`config.mk`:
```
export PLATFORM = sky130hd
export DESIGN_NAME = alpha_glyph_blit_blend
export DESIGN_NICKNAME = d
export VERILOG_FILES = /design/src/hdl/agbb_pkg.sv /design/src/hdl/alpha_glyph_blit_blend.sv /design/src/hdl/agbb_csr.sv /design/src/hdl/agbb_pos.sv /design/src/hdl/agbb_blend.sv
export SDC_FILE = /design/constraint.sdc
export NUM_CORES = 1
export LEC_CHECK = 0
export ABC_AREA = 1
export BUFFER_PORTS_ARGS = -buffer_cell sky130_fd_sc_hd__buf_4
export CAP_MARGIN = 25
export CORE_MARGIN = 2
export CORE_UTILIZATION = 50
export CTS_BUF_LIST = sky130_fd_sc_hd__clkbuf_16
export CTS_CLUSTER_SIZE = 40
export DETAILED_ROUTE_END_ITERATION = 6
export PLACE_DENSITY = 0.71
export SYNTH_ARGS = -nofsm -noshare
export SYNTH_HDL_FRONTEND = slang
export SYNTH_SLANG_ARGS = --single-unit
```
`constraint.sdc`:
```
create_clock -name clock -period 6.5 [get_ports clock]
set_input_delay 0.325 -clock clock [delete_from_list [all_inputs] [get_ports clock]]
set_output_delay 0.325 -clock clock [all_outputs]
set_load 0.01 [all_outputs]
```
`src/hdl/agbb_pkg.sv`:
```
// Package for the alpha glyph blit blend block: shared constants, the
// configuration register set and the register index codes. No dependencies.
`default_nettype none

package agbb_pkg;

   localparam int DEF_MAX_DIM  = 4096;
   localparam int CSR_INDEX_W  = 8;
   localparam int CSR_DATA_W   = 16;
   localparam int COORD_W      = 13;
   localparam int GRAY_W       = 8;
   localparam int PIX_POS_W    = 14;
   localparam int PIX_WORD_W   = 32;
   localparam int REQ_DATA_W   = 16;
   localparam int RSP_DATA_W   = 64;
   localparam logic [GRAY_W-1:0] OPAQUE_ALPHA = 8'hFF;
   localparam logic [GRAY_W-1:0] FULL_ALPHA   = 8'd255;

   typedef enum logic [CSR_INDEX_W-1:0] {
      REG_ORIGIN_X    = 8'd0,
      REG_ORIGIN_Y    = 8'd1,
      REG_GLYPH_WIDTH = 8'd2,
      REG_CLIP_LEFT   = 8'd3,
      REG_CLIP_TOP    = 8'd4,
      REG_CLIP_RIGHT  = 8'd5,
      REG_CLIP_BOTTOM = 8'd6,
      REG_INK_GRAY    = 8'd7
   } reg_index_type;

   typedef struct packed {
      logic signed [COORD_W-1:0] origin_x;
      logic signed [COORD_W-1:0] origin_y;
      logic [COORD_W-1:0]        glyph_width;
      logic [COORD_W-1:0]        clip_left;
      logic [COORD_W-1:0]        clip_top;
      logic [COORD_W-1:0]        clip_right;
      logic [COORD_W-1:0]        clip_bottom;
      logic [GRAY_W-1:0]         ink_gray;
   } cfg_type;

   // Counter width for a given glyph dimension limit.
   function automatic int count_width(input int max_dim);
      return $clog2(max_dim);
   endfunction

   // Width that holds a wrapped column count plus one, and a 13-bit register.
   function automatic int cmp_width(input int max_dim);
      return (($clog2(max_dim) + 1) > COORD_W) ? ($clog2(max_dim) + 1) : COORD_W;
   endfunction

   // Signed width of a full canvas position (origin plus counter).
   function automatic int pos_width(input int max_dim);
      return cmp_width(max_dim) + 1;
   endfunction

endpackage : agbb_pkg

`default_nettype wire

```
`src/hdl/alpha_glyph_blit_blend.sv`:
```
// Top level of the alpha glyph blit blend block: streaming ports, two-stage
// pipeline. Depends on agbb_pkg, agbb_csr, agbb_pos and agbb_blend.
`default_nettype none

// The block takes one glyph coverage byte per transaction, in row-major order,
// together with the current gray of the destination pixel, and returns one
// result per transaction: the target canvas position (origin plus the internal
// column and row counters), a write enable that is set when that position lies
// in the clip window and alpha is nonzero, and the blended opaque gray ARGB
// word (zero when nothing is written). A transaction with req_tlast set ends
// the glyph and returns both counters to zero. It accepts one transaction per
// clock cycle while rsp_tready does not hold back the output: the first
// register stage holds the item with its position, the second holds the result,
// and the input keeps flowing while a result waits on rsp_tready as long as the
// first stage has room. The counter width follows MAX_DIM. Registers are
// written through the csr_ port, whose writes complete in the cycle they are
// offered; they should be changed only while no transaction is in flight.
module alpha_glyph_blit_blend #(
   parameter int MAX_DIM = agbb_pkg::DEF_MAX_DIM
) (
   input  wire logic                             clock,
   input  wire logic                             reset,
   // Input stream.
   input  wire logic                             req_tvalid,
   output logic                                  req_tready,
   // [7:0] alpha, [15:8] dest_gray.
   input  wire logic [agbb_pkg::REQ_DATA_W-1:0]  req_tdata,
   input  wire logic                             req_tlast,
   // Result stream.
   output logic                                  rsp_tvalid,
   input  wire logic                             rsp_tready,
   // [13:0] pixel_x, [27:14] pixel_y, [59:28] pixel_word, [63:60] zero.
   output logic [agbb_pkg::RSP_DATA_W-1:0]       rsp_tdata,
   // [0] write_enable.
   output logic                                  rsp_tuser,
   output logic                                  rsp_tlast,
   // Configuration write port.
   input  wire logic                             csr_valid,
   output logic                                  csr_ready,
   input  wire logic [agbb_pkg::CSR_INDEX_W-1:0] csr_index,
   input  wire logic [agbb_pkg::CSR_DATA_W-1:0]  csr_data
);
   import agbb_pkg::*;

   localparam int PW = pos_width(MAX_DIM);

   cfg_type cfg;

   // First stage: the accepted item and its canvas position.
   logic                  s0_valid_ff, s0_valid_in;
   logic [GRAY_W-1:0]     s0_alpha_ff, s0_dest_ff;
   logic                  s0_last_ff;
   logic signed [PW-1:0]  s0_x_ff, s0_y_ff;
   logic                  s0_ready;

   // Second stage: the result held for the output.
   logic                  rsp_valid_ff, rsp_valid_in;
   logic                  rsp_we_ff;
   logic [PIX_POS_W-1:0]  rsp_x_ff, rsp_y_ff;
   logic [PIX_WORD_W-1:0] rsp_word_ff;
   logic                  rsp_last_ff;
   logic                  s1_ready;

   logic                  req_fire;
   logic signed [PW-1:0]  pos_x, pos_y;
   logic                  blend_we;
   logic [PIX_WORD_W-1:0] blend_word;

   agbb_csr u_csr (
      .clock     (clock),
      .reset     (reset),
      .csr_valid (csr_valid),
      .csr_ready (csr_ready),
      .csr_index (csr_index),
      .csr_data  (csr_data),
      .cfg       (cfg)
   );

   agbb_pos #(
      .MAX_DIM (MAX_DIM)
   ) u_pos (
      .clock     (clock),
      .reset     (reset),
      .cfg       (cfg),
      .advance   (req_fire),
      .glyph_end (req_tlast),
      .pos_x     (pos_x),
      .pos_y     (pos_y)
   );

   agbb_blend #(
      .MAX_DIM (MAX_DIM)
   ) u_blend (
      .cfg          (cfg),
      .alpha        (s0_alpha_ff),
      .dest_gray    (s0_dest_ff),
      .pos_x        (s0_x_ff),
      .pos_y        (s0_y_ff),
      .write_enable (blend_we),
      .pixel_word   (blend_word)
   );

   // A stage takes new data when it is empty or its contents move on.
   assign s1_ready   = !rsp_valid_ff || rsp_tready;
   assign s0_ready   = !s0_valid_ff || s1_ready;
   assign req_tready = s0_ready;
   assign req_fire   = req_tvalid && s0_ready;

   assign s0_valid_in  = s0_ready ? req_tvalid : s0_valid_ff;
   assign rsp_valid_in = s1_ready ? s0_valid_ff : rsp_valid_ff;

   always_ff @(posedge clock) begin
      if (reset) begin
         s0_valid_ff  <= 1'b0;
         rsp_valid_ff <= 1'b0;
      end else begin
         s0_valid_ff  <= s0_valid_in;
         rsp_valid_ff <= rsp_valid_in;
      end
   end

   always_ff @(posedge clock) begin
      if (req_fire) begin
         s0_alpha_ff <= req_tdata[GRAY_W-1:0];
         s0_dest_ff  <= req_tdata[2*GRAY_W-1:GRAY_W];
         s0_last_ff  <= req_tlast;
         s0_x_ff     <= pos_x;
         s0_y_ff     <= pos_y;
      end
   end

   always_ff @(posedge clock) begin
      if (s1_ready && s0_valid_ff) begin
         rsp_we_ff   <= blend_we;
         rsp_x_ff    <= s0_x_ff[PIX_POS_W-1:0];
         rsp_y_ff    <= s0_y_ff[PIX_POS_W-1:0];
         rsp_word_ff <= blend_word;
         rsp_last_ff <= s0_last_ff;
      end
   end

   assign rsp_tvalid = rsp_valid_ff;
   assign rsp_tuser  = rsp_we_ff;
   assign rsp_tlast  = rsp_last_ff;
   assign rsp_tdata  = {{(RSP_DATA_W-2*PIX_POS_W-PIX_WORD_W){1'b0}},
                        rsp_word_ff, rsp_y_ff, rsp_x_ff};

endmodule : alpha_glyph_blit_blend

`default_nettype wire

```
`src/hdl/agbb_csr.sv`:
```
// Configuration register file of the glyph blit blend block.
// Depends on agbb_pkg for the register set and index codes.
`default_nettype none

module agbb_csr (
   input  wire logic                             clock,
   input  wire logic                             reset,
   input  wire logic                             csr_valid,
   output logic                                  csr_ready,
   input  wire logic [agbb_pkg::CSR_INDEX_W-1:0] csr_index,
   input  wire logic [agbb_pkg::CSR_DATA_W-1:0]  csr_data,
   output agbb_pkg::cfg_type                     cfg
);
   import agbb_pkg::*;

   cfg_type cfg_ff;
   cfg_type cfg_in;

   assign csr_ready = 1'b1;
   assign cfg       = cfg_ff;

   always_comb begin
      cfg_in = cfg_ff;
      if (csr_valid) begin
         unique case (csr_index)
            REG_ORIGIN_X:    cfg_in.origin_x    = signed'(csr_data[COORD_W-1:0]);
            REG_ORIGIN_Y:    cfg_in.origin_y    = signed'(csr_data[COORD_W-1:0]);
            REG_GLYPH_WIDTH: cfg_in.glyph_width = csr_data[COORD_W-1:0];
            REG_CLIP_LEFT:   cfg_in.clip_left   = csr_data[COORD_W-1:0];
            REG_CLIP_TOP:    cfg_in.clip_top    = csr_data[COORD_W-1:0];
            REG_CLIP_RIGHT:  cfg_in.clip_right  = csr_data[COORD_W-1:0];
            REG_CLIP_BOTTOM: cfg_in.clip_bottom = csr_data[COORD_W-1:0];
            REG_INK_GRAY:    cfg_in.ink_gray    = csr_data[GRAY_W-1:0];
            default:         cfg_in = cfg_ff;
         endcase
      end
   end

   always_ff @(posedge clock) begin
      if (reset) begin
         cfg_ff.origin_x    <= '0;
         cfg_ff.origin_y    <= '0;
         cfg_ff.glyph_width <= COORD_W'(1);
         cfg_ff.clip_left   <= '0;
         cfg_ff.clip_top    <= '0;
         cfg_ff.clip_right  <= COORD_W'(4096);
         cfg_ff.clip_bottom <= COORD_W'(4096);
         cfg_ff.ink_gray    <= '0;
      end else begin
         cfg_ff <= cfg_in;
      end
   end

endmodule : agbb_csr

`default_nettype wire

```
`src/hdl/agbb_pos.sv`:
```
// Column and row counters of the glyph walk and the target canvas position.
// Depends on agbb_pkg for widths and the configuration struct.
`default_nettype none

module agbb_pos #(
   parameter int MAX_DIM = agbb_pkg::DEF_MAX_DIM
) (
   input  wire logic                                         clock,
   input  wire logic                                         reset,
   input  wire agbb_pkg::cfg_type                            cfg,
   input  wire logic                                         advance,
   input  wire logic                                         glyph_end,
   output logic signed [agbb_pkg::pos_width(MAX_DIM)-1:0]    pos_x,
   output logic signed [agbb_pkg::pos_width(MAX_DIM)-1:0]    pos_y
);
   import agbb_pkg::*;

   localparam int CW = count_width(MAX_DIM);
   localparam int GW = cmp_width(MAX_DIM);
   localparam int PW = pos_width(MAX_DIM);
   localparam logic [GW-1:0] MAX_DIM_G = GW'(MAX_DIM);

   logic [CW-1:0] column_ff, column_in;
   logic [CW-1:0] row_ff, row_in;
   logic [GW-1:0] next_col;
   logic [GW-1:0] next_row;

   assign pos_x = $signed({{(PW-COORD_W){cfg.origin_x[COORD_W-1]}}, cfg.origin_x})
                + $signed({{(PW-CW){1'b0}}, column_ff});
   assign pos_y = $signed({{(PW-COORD_W){cfg.origin_y[COORD_W-1]}}, cfg.origin_y})
                + $signed({{(PW-CW){1'b0}}, row_ff});

   assign next_col = GW'(column_ff) + GW'(1);
   assign next_row = GW'(row_ff) + GW'(1);

   always_comb begin
      column_in = column_ff;
      row_in    = row_ff;
      if (advance) begin
         if (glyph_end) begin
            column_in = '0;
            row_in    = '0;
         end else if (next_col >= GW'(cfg.glyph_width) || next_col >= MAX_DIM_G) begin
            // End of a glyph row: wrap the column, step the row.
            column_in = '0;
            row_in    = (next_row >= MAX_DIM_G) ? '0 : next_row[CW-1:0];
         end else begin
            column_in = next_col[CW-1:0];
         end
      end
   end

   always_ff @(posedge clock) begin
      if (reset) begin
         column_ff <= '0;
         row_ff    <= '0;
      end else begin
         column_ff <= column_in;
         row_ff    <= row_in;
      end
   end

endmodule : agbb_pos

`default_nettype wire

```
`src/hdl/agbb_blend.sv`:
```
// Clip test and alpha blend of one pixel, purely combinational.
// Depends on agbb_pkg for widths, constants and the configuration struct.
`default_nettype none

module agbb_blend #(
   parameter int MAX_DIM = agbb_pkg::DEF_MAX_DIM
) (
   input  wire agbb_pkg::cfg_type                            cfg,
   input  wire logic [agbb_pkg::GRAY_W-1:0]                  alpha,
   input  wire logic [agbb_pkg::GRAY_W-1:0]                  dest_gray,
   input  wire logic signed [agbb_pkg::pos_width(MAX_DIM)-1:0] pos_x,
   input  wire logic signed [agbb_pkg::pos_width(MAX_DIM)-1:0] pos_y,
   output logic                                              write_enable,
   output logic [agbb_pkg::PIX_WORD_W-1:0]                   pixel_word
);
   import agbb_pkg::*;

   localparam int PW = pos_width(MAX_DIM);
   localparam int SW = 2 * GRAY_W;

   logic signed [PW-1:0] left_s, right_s, top_s, bottom_s;
   logic                 in_clip;
   logic [SW-1:0]        ink_part, dest_part, blend_sum;
   logic [SW:0]          quot_pre;
   logic [GRAY_W-1:0]    gray;

   assign left_s   = $signed({{(PW-COORD_W){1'b0}}, cfg.clip_left});
   assign right_s  = $signed({{(PW-COORD_W){1'b0}}, cfg.clip_right});
   assign top_s    = $signed({{(PW-COORD_W){1'b0}}, cfg.clip_top});
   assign bottom_s = $signed({{(PW-COORD_W){1'b0}}, cfg.clip_bottom});

   assign in_clip = (pos_x >= left_s) && (pos_x < right_s) &&
                    (pos_y >= top_s)  && (pos_y < bottom_s);
   assign write_enable = in_clip && (alpha != '0);

   assign ink_part  = cfg.ink_gray * alpha;
   assign dest_part = dest_gray * (FULL_ALPHA - alpha);
   assign blend_sum = ink_part + dest_part;

   // Floor division by 255 for sums up to 255*255: (s + (s >> 8) + 1) >> 8.
   assign quot_pre = {1'b0, blend_sum} + (SW+1)'(blend_sum[SW-1:GRAY_W]) + (SW+1)'(1);
   assign gray     = quot_pre[SW-1:GRAY_W];

   assign pixel_word = write_enable ? {OPAQUE_ALPHA, gray, gray, gray} : '0;

endmodule : agbb_blend

`default_nettype wire

```
Word level (Yosys, flattened, before mapping)
Cells that the tools add are included.
{"block": "op_classes", "muxes": 6, "reduce_logical": 23, "n_addsub": 8, "magnitude_cmp": 7, "eq_ne": 7, "n_mul": 2}
{"cell": "12-bit 2-to-1 mux", "count": 5}
{"cell": "8-bit by 3-bit equality test with 1-bit output, second input constant", "count": 4}
{"cell": "32-bit 2-to-1 mux", "count": 1}
{"cell": "13-bit by 13-bit adder with 14-bit output", "count": 2}
{"cell": "14-bit >= comparator", "count": 2}
{"cell": "14-bit less-than comparator", "count": 2}
{"cell": "12-bit by 1-bit adder with 13-bit output, second input constant", "count": 2}
{"cell": "13-bit >= comparator, second input constant", "count": 2}
{"cell": "2-bit AND reduction", "count": 9}
{"cell": "16-bit by 1-bit adder with 16-bit output, second input constant", "count": 1}
{"cell": "16-bit adder", "count": 1}
{"cell": "16-bit by 8-bit adder with 16-bit output", "count": 1}
{"cell": "8-bit by 2-bit equality test with 1-bit output, second input constant", "count": 2}
{"cell": "8-bit by 16-bit multiplier with 16-bit output", "count": 1}
{"cell": "8-bit by 8-bit multiplier with 16-bit output", "count": 1}
{"cell": "13-bit >= comparator", "count": 1}
{"cell": "8-bit by 8-bit subtractor with 9-bit output, first input constant", "count": 1}
{"cell": "8-bit by 1-bit equality test with 1-bit output, second input constant", "count": 1}
{"cell": "8-bit logical NOT", "count": 1}
{"cell": "8-bit nonzero test", "count": 1}
{"cell": "1-bit logical AND", "count": 6}
{"cell": "1-bit logical OR", "count": 3}
{"cell": "1-bit logical NOT", "count": 2}
{"cell": "2-bit nonzero test", "count": 1}
{"block": "totals", "in_bits": 46, "regBits": 232, "out_inout_bits": 69, "wordCells": 76}

Depth between registers and ports, before layout
{"block": "logic_depth", "ltp_word": 6, "ltp_mapped": 36, "depth_no_buf": 35}

By module
A second synthesis with hierarchy kept.
{"block": "hier_totals", "hier_cells": 2191, "area_unflattened_um2": 17376.7}
{"module": "agbb_blend", "n_inst": 1, "cells_each": 1023, "area_per_inst_um2": 6930.4, "seq_area_each_um2": 0.0}
{"module": "agbb_csr", "n_inst": 1, "cells_each": 581, "area_per_inst_um2": 4117.7, "seq_area_each_um2": 1981.9}
{"module": "alpha_glyph_blit_blend", "n_inst": 1, "cells_each": 124, "area_per_inst_um2": 3338.2, "seq_area_each_um2": 3253.1}
{"module": "agbb_pos", "n_inst": 1, "cells_each": 463, "area_per_inst_um2": 2990.4, "seq_area_each_um2": 480.5}

Least setup slack after synthesis
Ideal clock, no wire load.
{"block": "synth_path", "path_type": "register to register", "startpoint": "register s0_alpha_ff[4]", "endpoint": "register rsp_word_ff[15] (data pin)", "n_path_buf": 2, "path_stages_with_launch": 33, "slack_ns": -0.112, "t_arrival_ns": 6.360, "required_time_ns": 6.247, "setup_time_ns": 0.253, "period_less_slack_ns": 6.612, "path_cell_list": "edfxtp_1 > clkbuf_1 > clkbuf_1 > nor2_1 > fa_1 > inv_1 > fa_1 > fa_1 > inv_1 > fa_1 > fa_1 > inv_1 > fa_1 > inv_1 > ha_1 > nand2_1 > nand2_1 > a21oi_1 > nand3_1 > nand2_1 > nand2_1 > a21oi_1 > xor2_1 > ha_1 > inv_1 > nor2_1 > nand3_1 > nor2_1 > nand2_1 > nand2_1 > nand2_1 > nand2_1 > nor2_1"}
{"block": "synth_between", "elab_chain_len": 5, "word_cells_on_any_way": 8, "classes_between": "4 x add/sub; 2 x mul; 2 x reduce/logical"}
{"element": "start: declaration", "line_no": "alpha_glyph_blit_blend.sv:51", "source": "logic [GRAY_W-1:0] s0_alpha_ff, s0_dest_ff;"}
{"element": "start signal: assignment", "line_no": "alpha_glyph_blit_blend.sv:124", "source": "s0_alpha_ff <= req_tdata[GRAY_W-1:0];"}
{"element": "8-bit by 8-bit subtractor with 9-bit output", "line_no": "agbb_blend.sv:37", "source": "assign dest_part = dest_gray * (FULL_ALPHA - alpha);"}
{"element": "8-bit by 16-bit multiplier with 16-bit output", "line_no": "agbb_blend.sv:37"}
{"element": "16-bit adder", "line_no": "agbb_blend.sv:38", "source": "assign blend_sum = ink_part + dest_part;"}
{"element": "16-bit by 8-bit adder with 16-bit output", "line_no": "agbb_blend.sv:41", "source": "assign quot_pre = {1'b0, blend_sum} + (SW+1)'(blend_sum[SW-1:GRAY_W]) + (SW+1)'(1);"}
{"element": "16-bit by 1-bit adder with 16-bit output", "line_no": "agbb_blend.sv:41"}
{"element": "end signal: assignment", "line_no": "alpha_glyph_blit_blend.sv:137", "source": "rsp_word_ff <= blend_word;"}
{"element": "end: declaration", "line_no": "alpha_glyph_blit_blend.sv:60", "source": "logic [PIX_WORD_W-1:0] rsp_word_ff;"}
Parallel ways exist; a longest one is shown, timed or not.
A chain may end at the register's enable or synchronous reset.

Worst setup path in the final report
{"block": "layout_path", "startpoint": "register s0_alpha_ff[2]", "endpoint": "register rsp_word_ff[15] (data pin)"}
Same word-level chain as after synthesis.

==> impl_metrics.toml <==
[routing]
drc = 0
avgViaCountPerCell = 5.163
drtAntennaViolNets = 0
avgRoutedWirePerCell_microns = 15.32
wirelength_mm = 37.07
wl_met1_mm = 15.58
dr.max_layer_used = "met4"
drt-pass1-iter-count = 6
vias = 12490
wl_met3_mm = 1.687
wl_met2_mm = 18.79
drtIter0Drc = 807

[worst_setup_path]
r2r_cells = 30
cp_data_required_time_ns = 6.88
arrival_ns = 6.71
critPathCaptureType = "flip-flop"
critPathMaxStageDelay_ns = 0.59
reg2reg_slack_ns = 0.17
crit_top_cell = "buf_4"
reg2reg_to = "rsp_word_ff[15]"
worstSetupPathType = "flip-flop to flip-flop"
cp_max_fo = 3
worst_path_max_delay_cell = "fa_1"
r2r_start = "s0_alpha_ff[2]"
cp-start-kind = "flip-flop"

[synth]
synth-edff-count = 83
syn_inst = 1840
syn_area_sq_mm = 0.01515
syn_area_per_cell_sq_um = 8.235
synth_seq_cells = 208
async_reset_ff_share_pct = 0
ys_warn_count = 0
synth-seq-area-share_pct = 32.96
ys_types = 43
synth_top_flop_cell = "dfxtp_1"

[floorplan]
rows = 63
start_util_pct = 50.99
design.die.area_sq_mm = 0.03171
coreArea_sq_mm = 0.02972
die_h_microns = 178.1
io_pins = 115
die_x_microns = 178.1

[hold_path]
hp-class = "input port to flip-flop"
min-delay-start = "req_tlast"
holdPathEnd = "s0_last_ff"
holdPathStages = 1

[place]
io_buffers = 106
gp_congestion = 0.9189
post-place-cells = 2340
pre_cts_ws_ns = -0.1894
hpwl_mm = 27.12

[timing]
timing.final.max_slew_violations = 0
min_period_over_period_pct = 97.41
setup_violations = 0
worst_slack_ns = 0.1683
relSlewSlack_pct = 35.39
finalCriticalPeriod_ns = 6.332
hold_viol_final = 0
rsz0062_at_grt = "true"
tightestPinTransition_ns = 0.9692
skew_ns = 0.008187
fmax_ghz = 0.1579

[pwr]
clkPwrFrac_pct = 23.3
p_per_area_mw_per_mm2 = 306.8
peakVddDrop_mv = 0.2709
p_switching_w = 0.002162
power_leakage_nw = 8.768
combinationalPowerShare_pct = 51.1
pwr-share-seq_pct = 25.5
internal-power_w = 0.003413
swShare_pct = 38.78

[layout]
seq_area_sq_mm = 0.004997
nNetsFinal = 2313
multi_input_area_sq_mm = 0.008791
drive_gt1_share_pct = 17.55
fin_cells = 2419
syn_to_final_growth_pct = 19.93
nFillCells = 2496
insertedDiodeCount = 0

[global_route]
gr-usage-all-layers_pct = 23.61
grt-ovfl-total = 0
grt_max_degree = 103
grt_antenna_before_repair = 0
grt_first_pass_wirelength_mm = 59.68
grt_pass1_vias = 12350

[flow_run]
cap_viol_max_count = 0

[clock_network]
cts_tree = "done"
cts-htree-levels = 1
cts_buffers = 24
cts.clk_slew.worst_paths_ns = 0.06
cts_sinks = 208
clock_latency_ns = 0.52
clockBufferDepth = 3
cts-root-buf = "clkbuf_16"

[run_status]
run_status = "complete, no violations"
cells in the mapped netlist, types with 2 or more instances:
| cell type | instances | area [sq um] |
|---|---|---|
| a211oi_1 | 3 | 22.52 |
| a21oi_1 | 154 | 770.7 |
| buf_4 | 29 | 217.7 |
| clkbuf_1 | 47 | 176.4 |
| conb_1 | 2 | 7.510 |
| dfxtp_1 | 125 | 2502 |
| edfxtp_1 | 83 | 2492 |
| fa_1 | 98 | 1962 |
| ha_1 | 157 | 1964 |
| inv_1 | 369 | 1385 |
| nand2_1 | 297 | 1115 |
| nand2_2 | 3 | 18.77 |
| nand2_4 | 2 | 22.52 |
| nand3_1 | 50 | 250.2 |
| nand3_2 | 4 | 40.04 |
| nand3b_1 | 3 | 22.52 |
| nand4_1 | 17 | 106.4 |
| nor2_1 | 175 | 656.9 |
| nor2_2 | 3 | 18.77 |
| nor3_1 | 18 | 90.09 |
| nor4_1 | 5 | 31.28 |
| o211ai_1 | 6 | 45.04 |
| o21a_1 | 3 | 22.52 |
| o21ai_0 | 115 | 575.6 |
| o21bai_1 | 5 | 37.54 |
| o221ai_1 | 3 | 26.28 |
| xnor2_1 | 15 | 131.4 |
| xor2_1 | 33 | 289.0 |
| xor2_2 | 2 | 32.53 |
state kept, by name, summed over array words and instances, names as in the netlist, 8 cells and up:
| name | flops |
|---|---|
| u_csr.cfg | 99 |
| rsp_x_ff | 14 |
| rsp_y_ff | 14 |
| s0_x_ff | 14 |
| s0_y_ff | 14 |
| u_pos.column_ff | 12 |
| u_pos.row_ff | 12 |
| rsp_word_ff | 9 |
| s0_alpha_ff | 8 |
| s0_dest_ff | 8 |
cell usage in the layout, fill, tap and decap left out, types with 44 or more instances in the layout:
master	count
a21oi_1	145
buf_4	189
dfxtp_1	123
edfxtp_1	83
fa_1	92
ha_1	146
inv_1	352
nand2_1	268
nand3_1	44
nor2_1	163
o21ai_0	115
logic make-up after synthesis:
| logic type | synth area share [%] |
|---|---|
| adders and majority gates | 25.91 |
| AOI/OAI and AO/OA | 10.35 |
| and+or+nand+nor | 15.92 |
| buffers and inverters | 11.82 |
| DFF | 32.96 |
| other | 0.04956 |
| xor gates and xnor gates | 2.989 |
cell type report:
| class | instances | share of cell area, % |
|---|---|---|
| clock buffer | 26 | 3.580 |
| tap | 390 | 2.685 |
| sequential | 208 | 27.50 |
| clock inverter | 17 | 0.6197 |
| multi-input combinational | 1190 | 48.38 |
| timing repair buffer | 219 | 9.605 |
| inverter | 369 | 7.636 |
worst max path at each step:
stage	start	to	slack, ns	cells after the start
floorplan	s0_alpha_ff[4]	rsp_word_ff[15]	0.008	32
global placement	s0_alpha_ff[5]	rsp_word_ff[21]	-0.06	32
detailed placement	s0_alpha_ff[6]	rsp_word_ff[16]	-0.19	29
CTS	s0_alpha_ff[2]	rsp_word_ff[15]	0.009	33
global route	s0_alpha_ff[5]	rsp_word_ff[21]	-0.13	32
finish	s0_alpha_ff[2]	rsp_word_ff[15]	0.17	30
worst max-delay path, delay by kind of cell, from the launching register on:
| family | cells | cell delay [ns] |
|---|---|---|
| xor gates and xnor gates | 1 | 0.17 |
| and+or+nand+nor | 10 | 0.88 |
| buffers and inverters | 11 | 1.29 |
| DFF | 1 | 0.47 |
| adders and majority gates | 7 | 3.32 |
| AOI/OAI and AO/OA | 1 | 0.06 |
layer usage:
| layer | vias to the layer above | GRT usage (%) |
|---|---|---|
| met5 | - | 0 |
| met4 | 0 | 7.104 |
| met3 | 85 | 2.664 |
| met2 | 320 | 42.44 |
| met1 | 5951 | 29.74 |
| li1 | 6134 | - |
power by group through the flow:
stage               sequential [W]  clock (W)  combinational (W)
global placement           0.00145          0            0.00211
finish                     0.00142    0.00130            0.00285
CTS                        0.00142    0.00132            0.00227
floorplan                  0.00145          0            0.00143
global route               0.00143    0.00138            0.00316
detailed placement         0.00145          0            0.00216
stage by stage:
step	setup TNS (ns)	util [%]	hold slack, ns	total power [W]	instance area [sq um]
floorplan	0	-	0.4003	0.002875	15170
global placement	-0.1638	56.02	0.4033	0.003564	16650
detailed placement	-0.7591	56.02	0.4071	0.003611	16650
CTS	0	59.48	0.06879	0.005014	17670
global route	-0.3652	61.15	0.07623	0.005963	18170
finish	0	61.15	0.08290	0.005575	18170
repair_timing:
item / 4_1_cts / 5_1_grt
hold buffers: 16 / 0
endpoints found under the hold margin: 16 / 0
resized for setup: 11 / 114
setup buffers: 5 / 15
pin swaps: 6 / 76
endpoints found under the setup margin: 8 / 8
Note: power is estimated with default switching activity, not from simulation.
